===== src/hw/rtl/array_list_engine_core_assert.svh =====
// Assertion macros used by the list engine controller.
`ifndef ARRAY_LIST_ENGINE_CORE_ASSERT_SVH
`define ARRAY_LIST_ENGINE_CORE_ASSERT_SVH

// Same-cycle implication under synchronous reset.
`define ALEC_ASSERT_NOW(label, clk, rst, ante, cons, msg) \
  label: assert property (@(posedge clk) disable iff (rst) (ante) |-> (cons)) \
    else $error(msg);

// Next-cycle implication under synchronous reset.
`define ALEC_ASSERT_NEXT(label, clk, rst, ante, cons, msg) \
  label: assert property (@(posedge clk) disable iff (rst) (ante) |=> (cons)) \
    else $error(msg);

`endif


===== src/hw/rtl/alec_pkg.sv =====
package alec_pkg;

  typedef logic [2:0]        op_t;
  typedef logic [1:0]        status_t;
  typedef logic signed [31:0] value_t;
  typedef logic [3:0]        pos_t;
  typedef logic [4:0]        count_t;

  localparam op_t OP_APPEND      = 3'd0;
  localparam op_t OP_INSERT      = 3'd1;
  localparam op_t OP_REMOVE_LAST = 3'd2;
  localparam op_t OP_REMOVE_AT   = 3'd3;
  localparam op_t OP_SEARCH      = 3'd4;

  localparam status_t ST_OK     = 2'd0;
  localparam status_t ST_FULL   = 2'd1;
  localparam status_t ST_EMPTY  = 2'd2;
  localparam status_t ST_BADPOS = 2'd3;

endpackage


===== src/hw/rtl/alec_ram.sv =====
module alec_ram #(
  parameter int DEPTH = 16,
  parameter int AW    = 4
) (
  input  logic             clk,
  input  logic             we,
  input  logic [AW-1:0]    waddr,
  input  alec_pkg::value_t wdata,
  input  logic             re,
  input  logic [AW-1:0]    raddr,
  output alec_pkg::value_t rdata
);
  import alec_pkg::*;

  value_t mem [DEPTH];

  always_ff @(posedge clk) begin
    if (we) begin
      mem[waddr] <= wdata;
    end
  end

  always_ff @(posedge clk) begin
    if (re) begin
      rdata <= mem[raddr];
    end
  end

endmodule


===== src/hw/rtl/alec_ctrl.sv =====
module alec_ctrl #(
  parameter int CAPACITY = 16,
  parameter int AW       = 4
) (
  input  logic              clk,
  input  logic              rst,
  input  logic              start,
  output logic              busy,
  input  alec_pkg::op_t     operation,
  input  alec_pkg::value_t  value,
  input  alec_pkg::pos_t    position,
  output logic              done,
  output alec_pkg::status_t status,
  output logic              found,
  output alec_pkg::pos_t    found_index,
  output alec_pkg::count_t  count,
  output logic              we,
  output logic [AW-1:0]     waddr,
  output alec_pkg::value_t  wdata,
  output logic              re,
  output logic [AW-1:0]     raddr,
  input  alec_pkg::value_t  rdata
);
  import alec_pkg::*;

  localparam int CW   = $clog2(CAPACITY + 1);
  localparam int CMPW = (CW > 4) ? CW : 4;
  localparam int OW   = (CW > 5) ? CW : 5;

  localparam logic [1:0] S_IDLE  = 2'd0;
  localparam logic [1:0] S_RUN   = 2'd1;
  localparam logic [1:0] S_FLUSH = 2'd2;
  localparam logic [1:0] S_FINAL = 2'd3;

  logic [1:0]    state;
  logic [CW-1:0] cnt;
  logic [AW-1:0] ptr;
  logic [AW-1:0] prv;
  logic [AW-1:0] pos_r;
  logic          vld;
  op_t           op_r;
  value_t        val_r;

  logic            accept;
  logic            full;
  logic            empty;
  logic [CW-1:0]   cnt_m1;
  logic [CMPW-1:0] pos_e;
  logic [CMPW-1:0] cnt_e;
  logic [CMPW-1:0] prv_e;
  logic [OW-1:0]   cnt_o;
  logic [AW-1:0]   pos_idx;
  logic [AW-1:0]   cnt_idx;
  logic            match;
  logic            last;

  assign busy    = (state != S_IDLE);
  assign accept  = start && (state == S_IDLE);
  assign full    = (cnt == CW'(CAPACITY));
  assign empty   = (cnt == '0);
  assign cnt_m1  = cnt - CW'(1);
  assign pos_e   = CMPW'(position);
  assign cnt_e   = CMPW'(cnt);
  assign prv_e   = CMPW'(prv);
  assign cnt_o   = OW'(cnt);
  assign pos_idx = pos_e[AW-1:0];
  assign cnt_idx = cnt_e[AW-1:0];
  assign match   = vld && (rdata == val_r);
  assign last    = (op_r == OP_INSERT) ? (ptr == pos_r) : (ptr == cnt_m1[AW-1:0]);
  assign count   = cnt_o[4:0];

  always_comb begin
    we    = 1'b0;
    waddr = (op_r == OP_INSERT) ? prv + AW'(1) : prv - AW'(1);
    wdata = rdata;
    re    = 1'b0;
    raddr = ptr;
    case (state)
      S_IDLE: begin
        if (accept && !full && (operation == OP_APPEND ||
            (operation == OP_INSERT && pos_e == cnt_e))) begin
          we    = 1'b1;
          waddr = cnt_idx;
          wdata = value;
        end
      end
      S_RUN: begin
        re = 1'b1;
        we = vld && (op_r != OP_SEARCH);
      end
      S_FLUSH: begin
        we = op_r != OP_SEARCH;
      end
      S_FINAL: begin
        we    = 1'b1;
        waddr = pos_r;
        wdata = val_r;
      end
      default: begin
        we = 1'b0;
      end
    endcase
  end

  always_ff @(posedge clk) begin
    if (rst) begin
      state <= S_IDLE;
      cnt   <= '0;
      done  <= 1'b0;
      vld   <= 1'b0;
    end else begin
      done <= 1'b0;
      case (state)
        S_IDLE: begin
          vld <= 1'b0;
          if (accept) begin
            op_r        <= operation;
            val_r       <= value;
            pos_r       <= pos_idx;
            status      <= ST_OK;
            found       <= 1'b0;
            found_index <= '0;
            done        <= 1'b1;
            case (operation)
              OP_APPEND: begin
                if (full) begin
                  status <= ST_FULL;
                end else begin
                  cnt <= cnt + CW'(1);
                end
              end
              OP_INSERT: begin
                if (full) begin
                  status <= ST_FULL;
                end else if (pos_e > cnt_e) begin
                  status <= ST_BADPOS;
                end else if (pos_e == cnt_e) begin
                  cnt <= cnt + CW'(1);
                end else begin
                  done  <= 1'b0;
                  ptr   <= cnt_m1[AW-1:0];
                  state <= S_RUN;
                end
              end
              OP_REMOVE_LAST: begin
                if (empty) begin
                  status <= ST_EMPTY;
                end else begin
                  cnt <= cnt_m1;
                end
              end
              OP_REMOVE_AT: begin
                if (empty) begin
                  status <= ST_EMPTY;
                end else if (pos_e >= cnt_e) begin
                  status <= ST_BADPOS;
                end else if (pos_e == CMPW'(cnt_m1)) begin
                  cnt <= cnt_m1;
                end else begin
                  done  <= 1'b0;
                  ptr   <= pos_idx + AW'(1);
                  state <= S_RUN;
                end
              end
              OP_SEARCH: begin
                if (!empty) begin
                  done  <= 1'b0;
                  ptr   <= '0;
                  state <= S_RUN;
                end
              end
              default: begin
                status <= ST_OK;
              end
            endcase
          end
        end
        S_RUN: begin
          vld <= 1'b1;
          prv <= ptr;
          if (op_r == OP_SEARCH && match) begin
            found       <= 1'b1;
            found_index <= prv_e[3:0];
            done        <= 1'b1;
            state       <= S_IDLE;
          end else if (last) begin
            state <= S_FLUSH;
          end else if (op_r == OP_INSERT) begin
            ptr <= ptr - AW'(1);
          end else begin
            ptr <= ptr + AW'(1);
          end
        end
        S_FLUSH: begin
          vld <= 1'b0;
          if (op_r == OP_INSERT) begin
            state <= S_FINAL;
          end else begin
            if (op_r == OP_SEARCH) begin
              found       <= match;
              found_index <= match ? prv_e[3:0] : '0;
            end else begin
              cnt <= cnt_m1;
            end
            done  <= 1'b1;
            state <= S_IDLE;
          end
        end
        S_FINAL: begin
          cnt   <= cnt + CW'(1);
          done  <= 1'b1;
          state <= S_IDLE;
        end
        default: begin
          state <= S_IDLE;
        end
      endcase
    end
  end

  `include "array_list_engine_core_assert.svh"

  `ALEC_ASSERT_NOW(a_done_idle, clk, rst, done, !busy, "result strobe while walk in progress")
  `ALEC_ASSERT_NOW(a_ram_port, clk, rst, we && re, waddr != raddr, "read and write hit one entry")
  `ALEC_ASSERT_NOW(a_cnt_upd, clk, rst, !$past(rst) && !$stable(cnt), done, "count moved without result")
  `ALEC_ASSERT_NEXT(a_acc_next, clk, rst, accept, busy || done, "accepted word left no trace")

endmodule


===== src/hw/rtl/array_list_engine_core.sv =====
// Ordered list of up to CAPACITY signed 32-bit words held in a one-port-write,
// one-port-read synchronous RAM. Pulse start while busy is low to issue one
// operation; exactly one result follows, valid only in the cycle that done is
// high, and it must be captured then since there is no way to hold it.
// Append, remove-last, every error case, insert at the count, remove-at of the
// last entry and search of an empty list answer in the cycle after start. Any
// other insert-at shifts entries up from the end and remove-at shifts them down,
// one RAM entry moved per cycle; search reads from entry 0, one RAM read
// compared per cycle, stopping at the first match. busy stays high for the
// whole walk through the RAM.
module array_list_engine_core #(
  parameter int CAPACITY = 16
) (
  input  logic              clk,
  input  logic              rst,
  input  logic              start,
  output logic              busy,
  input  alec_pkg::op_t     operation,
  input  alec_pkg::value_t  value,
  input  alec_pkg::pos_t    position,
  output logic              done,
  output alec_pkg::status_t status,
  output logic              found,
  output alec_pkg::pos_t    found_index,
  output alec_pkg::count_t  count
);
  import alec_pkg::*;

  localparam int AW = (CAPACITY > 1) ? $clog2(CAPACITY) : 1;

  logic          we;
  logic [AW-1:0] waddr;
  value_t        wdata;
  logic          re;
  logic [AW-1:0] raddr;
  value_t        rdata;

  alec_ctrl #(
    .CAPACITY(CAPACITY),
    .AW      (AW)
  ) u_ctrl (
    .clk        (clk),
    .rst        (rst),
    .start      (start),
    .busy       (busy),
    .operation  (operation),
    .value      (value),
    .position   (position),
    .done       (done),
    .status     (status),
    .found      (found),
    .found_index(found_index),
    .count      (count),
    .we         (we),
    .waddr      (waddr),
    .wdata      (wdata),
    .re         (re),
    .raddr      (raddr),
    .rdata      (rdata)
  );

  alec_ram #(
    .DEPTH(CAPACITY),
    .AW   (AW)
  ) u_ram (
    .clk  (clk),
    .we   (we),
    .waddr(waddr),
    .wdata(wdata),
    .re   (re),
    .raddr(raddr),
    .rdata(rdata)
  );

endmodule


===== config.mk =====
export PLATFORM = sky130hd
export DESIGN_NAME = array_list_engine_core
export DESIGN_NICKNAME = d
export VERILOG_FILES = /design/src/hw/rtl/alec_pkg.sv /design/src/hw/rtl/alec_ram.sv /design/src/hw/rtl/alec_ctrl.sv /design/src/hw/rtl/array_list_engine_core.sv
export VERILOG_INCLUDE_DIRS = /design/src /design/src/hw/rtl
export SDC_FILE = /design/constraint.sdc
export NUM_CORES = 1
export LEC_CHECK = 0
export BUFFER_PORTS_ARGS = -buffer_cell sky130_fd_sc_hd__clkbuf_2
export CORE_AREA = 2 2 212 214
export DETAILED_ROUTE_END_ITERATION = 12
export DIE_AREA = 0 0 214 216
export PLACE_DENSITY = 0.69
export SYNTH_ARGS = -nofsm -noshare
export SYNTH_HDL_FRONTEND = slang
export SYNTH_HIERARCHICAL = 1
export SYNTH_SLANG_ARGS = --single-unit

===== constraint.sdc =====
create_clock -name clk -period 11.55 [get_ports clk]
set_input_delay 2.31 -clock clk [delete_from_list [all_inputs] [get_ports clk]]
set_output_delay 2.31 -clock clk [all_outputs]
set_load 0.02 [all_outputs]

======== Word-level counts from Yosys, hierarchy flattened ========
Memories as Yosys holds them, arrays and structs flattened. A register that Yosys moved wholly into a read port is not among the register bits.
Index checks and enable logic that the tools add are counted.
cells by class
  reductions and logical operators ........ 24
  mux-type cells .......................... 81
  $add $sub $neg .......................... 7
  bitwise logic cells ..................... 1
  eq/ne operators ......................... 37
  magnitude comparators ................... 2
operators with widths
  operator                                                               count
  4-bit two-way mux                                                      18
  32-bit one-hot mux with 2 select lines                                 1
  5-bit two-way mux                                                      11
  3-bit != test, second input constant                                   12
  32-bit equality test                                                   1
  2-bit two-way mux                                                      16
  32-bit two-way mux                                                     1
  13-bit AND reduction                                                   2
  4-bit one-hot mux with 3 select lines                                  2
  1-bit two-way mux                                                      20
  5-bit one-hot mux with 4 select lines                                  1
  2-bit one-hot mux with 4 select lines                                  2
  4-bit one-hot mux with 2 select lines                                  2
  5-bit one-hot mux with 3 select lines                                  1
  4-bit by 1-bit adder with 4-bit output, second input constant          3
  4-bit by 5-bit equality test with 1-bit output                         2
  10-bit AND reduction                                                   1
  4-bit equality test                                                    2
  2-bit != test, second input constant                                   4
  1-bit one-hot mux with 4 select lines                                  2
  4-bit by 1-bit subtractor with 4-bit output, second input constant     2
  1-bit logical AND                                                      7
  3-bit by 1-bit equality test with 1-bit output, second input constant  2
  3-bit by 2-bit equality test with 1-bit output, second input constant  2
  27 further kinds                                                       35
word-level totals
  input bits .............................. 42
  output and inout bits ................... 14
  register bits after elaboration ......... 63
  memories kept ........................... 1
  memory bits (writable) .................. 512
  logic and storage cells ................. 165
memories
  memory     words  bits a word  rd ports  clocked after memory_dff  write ports  line            text
  u_ram.mem  16     32           1         1                         1            alec_ram.sv:15  value_t mem [DEPTH];

======== Depth between registers and ports, before layout ========
  word-level depth ........................ 8
  depth in mapped cells ................... 13
  mapped depth without buffers ............ 10

======== Cells and area by module ========
Netlist, hierarchy kept.
by module, submodules not included
  module     instances  cells an instance  area an instance (um^2)  sequential area each (um^2)
  alec_ram   1          838                20155.6                  16335.7
  alec_ctrl  1          460                4594.4                   1801.7

======== Least setup slack after synthesis ========
Ideal clock, no wire load.
  path type ............................... in2reg
  start ................................... input position[0]
  end ..................................... memory u_ram/mem[0][0] in the netlist's numbering, enable pin
  path buffers ............................ 2
  required time ........................... 11089 ps
  stages on the path ...................... 12
  arrival ................................. 6493 ps
  slack ................................... 4596 ps
  setup time .............................. 461 ps
  cells stage by stage .................... inv_1 ha_1 nand4_1 nand2_1 nand3_1 buf_2 buf_1 a22o_1 a222oi_1 inv_1 or3b_2 nor3_1
on the way
  elaborated cells between the ends (all ways) .. 10
  those cells by class .................... 1 x eq/ne; 6 x mux; 3 x reduce/logical
RTL lines
  element                                         line                          text
  start: declaration                              array_list_engine_core.sv:20  input alec_pkg::pos_t position,
  4-bit by 5-bit equality test with 1-bit output  alec_ctrl.sv:81               (operation == OP_INSERT && pos_e == cnt_e))) begin
  1-bit logical AND                               alec_ctrl.sv:81
  1-bit logical OR                                alec_ctrl.sv:80               if (accept && !full && (operation == OP_APPEND ||
  1-bit logical AND                               alec_ctrl.sv:80
  4-bit two-way mux                               alec_ctrl.sv:80
  4-bit one-hot mux with 2 select lines           alec_ctrl.sv:78               case (state)
  net waddr[3]                                    array_list_engine_core.sv:32  logic [AW-1:0] waddr;
  end: declaration                                alec_ram.sv:15
The timed path passes the listed nets, and every way through them passes these cells.

======== Worst setup path after layout ========
  start ................................... input position[0]
  end ..................................... memory u_ram/mem[7][28] in the netlist's numbering, enable pin
The elaborated chain is that of the path after synthesis.

==> results by group <==
Logic synthesis
  – Post-synth EDFFs: 598
  – Yosys top cell by area: edfxtp_1
  – Syn_nets: approximately 1400
  – Yosys reg bits: a little over 600
  – FFs w/ async S/R, synth: 0%
  – Syn avg cell area: 19.1 sq um
  – Synth top area share: between 70% and 80%
  – Post-synthesis sequential area ratio: around three quarters
  – Largest cells by area after synthesis: edfxtp_1 (73%), mux4_2 (12%), a22oi_1 (2.1%)
  – Post-synthesis cell count: ~1300
  – Netlist Area Pre-Place: 24700 sq um
  – Netlist cell types: 70
  – Dominant synthesized flop cell: edfxtp_1
  – Synth Warn #: 6

Clock network
  – Clock buffer count from CTS: 57
  – Clk pin slew, worst setup/hold paths: 0.06 ns
  – Cts hold-fix bufs: 0
  – Post-CTS Resized: 0
  – CTS Root Cell: clkbuf_16
  – Post-CTS Setup Inserts: 0
  – Maximum root-to-sink buffer count: 3
  – CTS sink cnt: between 600 and 700
  – Clock Latency Late Sink: 0.62 ns
  – CTS tree: built
  – H-tree depth: 2

Die
  – Boundary Pins: 56
  – Chip height: around 220 um
  – CORE AREA: 43800 sq um
  – Die X: 214 um
  – Initial core utilization: 56.5%
  – Die Area: 46200 sq um
  – Row Count: 77

STA
  – Final period util: between 50% and 60%
  – Slew @ Worst Pin: about 1.3 ns
  – Fmax: between 150 and 200 MHz
  – Min Tclk post-route: 6.13 ns
  – Hold Fails Final Rpt: 0
  – Final setup violation count: 0
  – Hold Worst Slack: ~0.57 ns
  – Worst slew margin: roughly 16%
  – Setup TNS: 0 ns
  – RSZ-0062 raised after global routing: no
  – Slew Viols, Final: 0
  – Worst clock skew: roughly 0.033 ns

Power
  – VDD IR max: 143 uV
  – Leakage: roughly 9 nW
  – Pwr dens: around 190 nW/um^2
  – Total power: about 5.2 mW

GRT
  – Gr usage total: approximately a quarter
  – Gr ovfl total: 0
  – Largest net degree at the start of global routing: around 130
  – Vias in the first global route: between 10000 and 15000
  – First-pass GRT wire length: ~81 mm
  – Initial antenna violation count: 0

Placed design
  – Placer Congestion: roughly 0.86
  – PortBufs: 55
  – DP Wirelength: 30.9 mm
  – Area after DPL: 25700 sq um

Routing
  – Via density: 6.49
  – Routed wire length: ~54 mm
  – Via count: approximately 13000
  – DRC violations left: 0
  – Number of nets with antenna violations after routing: 0
  – Iteration-0 DRC count of the detailed router: about 1500
  – DR pass1 iterations: 7
  – Routed length per instance: between 20 and 30 um

Critical path
  – Startpoint Class: primary input
  – Critical Path Slowest Stage Cell: nor2_4
  – Worst-path maximum fanout: 38
  – Worst path required time: 11.75 ns
  – Worst path max stage delay: approximately 1.1 ns
  – Crit Path Class: in -> reg
  – Crit. End Element: flip-flop
  – WP data arrival: about 6.3 ns
  – Crit path cell chain: clkbuf_2, inv_1, ha_1, nand4_1, nand2_1, nand3_2, inv_1, a32oi_1, o22ai_1, nand2_1, nor2_4

Run status
  – Run status: complete, no violations

Cells and area
  – Layout cells sized above 1: 22.4%
  – Most frequent cells in the layout: edfxtp_1 (598), mux4_2 (129), a22oi_1 (68), clkbuf_16 (57), inv_1 (56)
  – Finished Cell Area: roughly 27000 sq um
  – Nets: between 1000 and 1500
  – Area grow syn2layout: 10.9%
  – Commonest non-fill, non-tap cell in the layout: edfxtp_1

Hold path
  – Worst min path class: reg -> reg

Run
  – Max Cap Viol: 0
cells by family after synthesis:
family                   share of synthesized area (%)
multiplexers                                      12.1
AND/OR/NAND/NOR                                   3.14
flip-flops                                        73.3
XOR/XNOR                                          1.62
buffers and inverters                             2.25
adder cells (fa/ha/maj)                          0.971
AO/OA/AOI/OAI                                     6.62
flip-flops by register name (all words and copies together), names as in the netlist, 4 cells and up:
name / count
u_ram/mem: 512
u_ctrl/prv: 4
u_ctrl/count: 5
u_ctrl/raddr: 4
u_ctrl/pos_r: 4
u_ctrl/found_index: 4
u_ctrl/val_r: 32
u_ram/rdata: 32
stage by stage:
| step | setup WS (ns) | utilization [%] | cells |
|---|---|---|---|
| final | 5.42 | 62.6 | 1988 |
| after global routing | 5.15 | 62.6 | 1987 |
| after CTS | 5.48 | 62.6 | 1987 |
| after detailed placement | 4.86 | 58.7 | 1889 |
| after global placement | 5.04 | 58.7 | 1889 |
| after floorplan | 4.60 | - | 1298 |
Yosys cell counts, drive strengths merged (5+ instances only):
cell    instances
a21o            6
a222oi         32
dfxtp           9
a21oi          16
xnor2          36
a22o           33
mux2i           7
xor2            5
nand2b          8
o21ai          13
inv            57
nor2           33
a31oi           5
nand3           8
nor3           11
nand2          48
edfxtp        598
nand4          10
mux4          129
o22ai           6
nor2b           9
ha             16
buf            32
and2            8
a22oi          68
clkbuf         43
critical path: cells and delay by family:
family	cells	cell delay [ns]
and+or+nand+nor	5	2.50
AOI/OAI and AO/OA	2	0.73
buffers and inverters	3	0.47
adders and majority gates	1	0.29
power breakdown:
group | switching, mW | internal (mW)
Sequential | 0.0500 | 2.66
Clock | 0.782 | 0.949
Combinational | 0.524 | 0.260
final timing paths:
path,start,to,slack [ns],cells after the start
worst min-delay path,u_ctrl/vld,u_ctrl/vld,0.57,2
worst min register to register,u_ctrl/vld,u_ctrl/vld,0.57,2
worst max register to register,u_ctrl/count[0],u_ram/mem[7][28],6.03,10
worst max-delay path,position[0],u_ram/mem[7][28],5.42,11
layout make-up:
| type | instances | area [sq um] |
|---|---|---|
| diodes | 1 | 2.50 |
| clock buffers | 68 | 1470 |
| clock inverters | 30 | 238 |
| fillers | 3011 | 16400 |
| inverters | 57 | 214 |
| multi-input cells | 559 | 6210 |
| flip-flops and latches | 607 | 18100 |
| well taps | 592 | 741 |
| repair buffers | 74 | 443 |
layer usage:
layer  global-route usage, %  vias up  wire (um)
met3                    4.10       68       4290
met5                       0        -          0
li1                        -     5476          -
met4                    5.45        0        953
met2                    39.1      619      27000
met1                    34.0     6749      22200
Power figures use the tool's default switching activity.
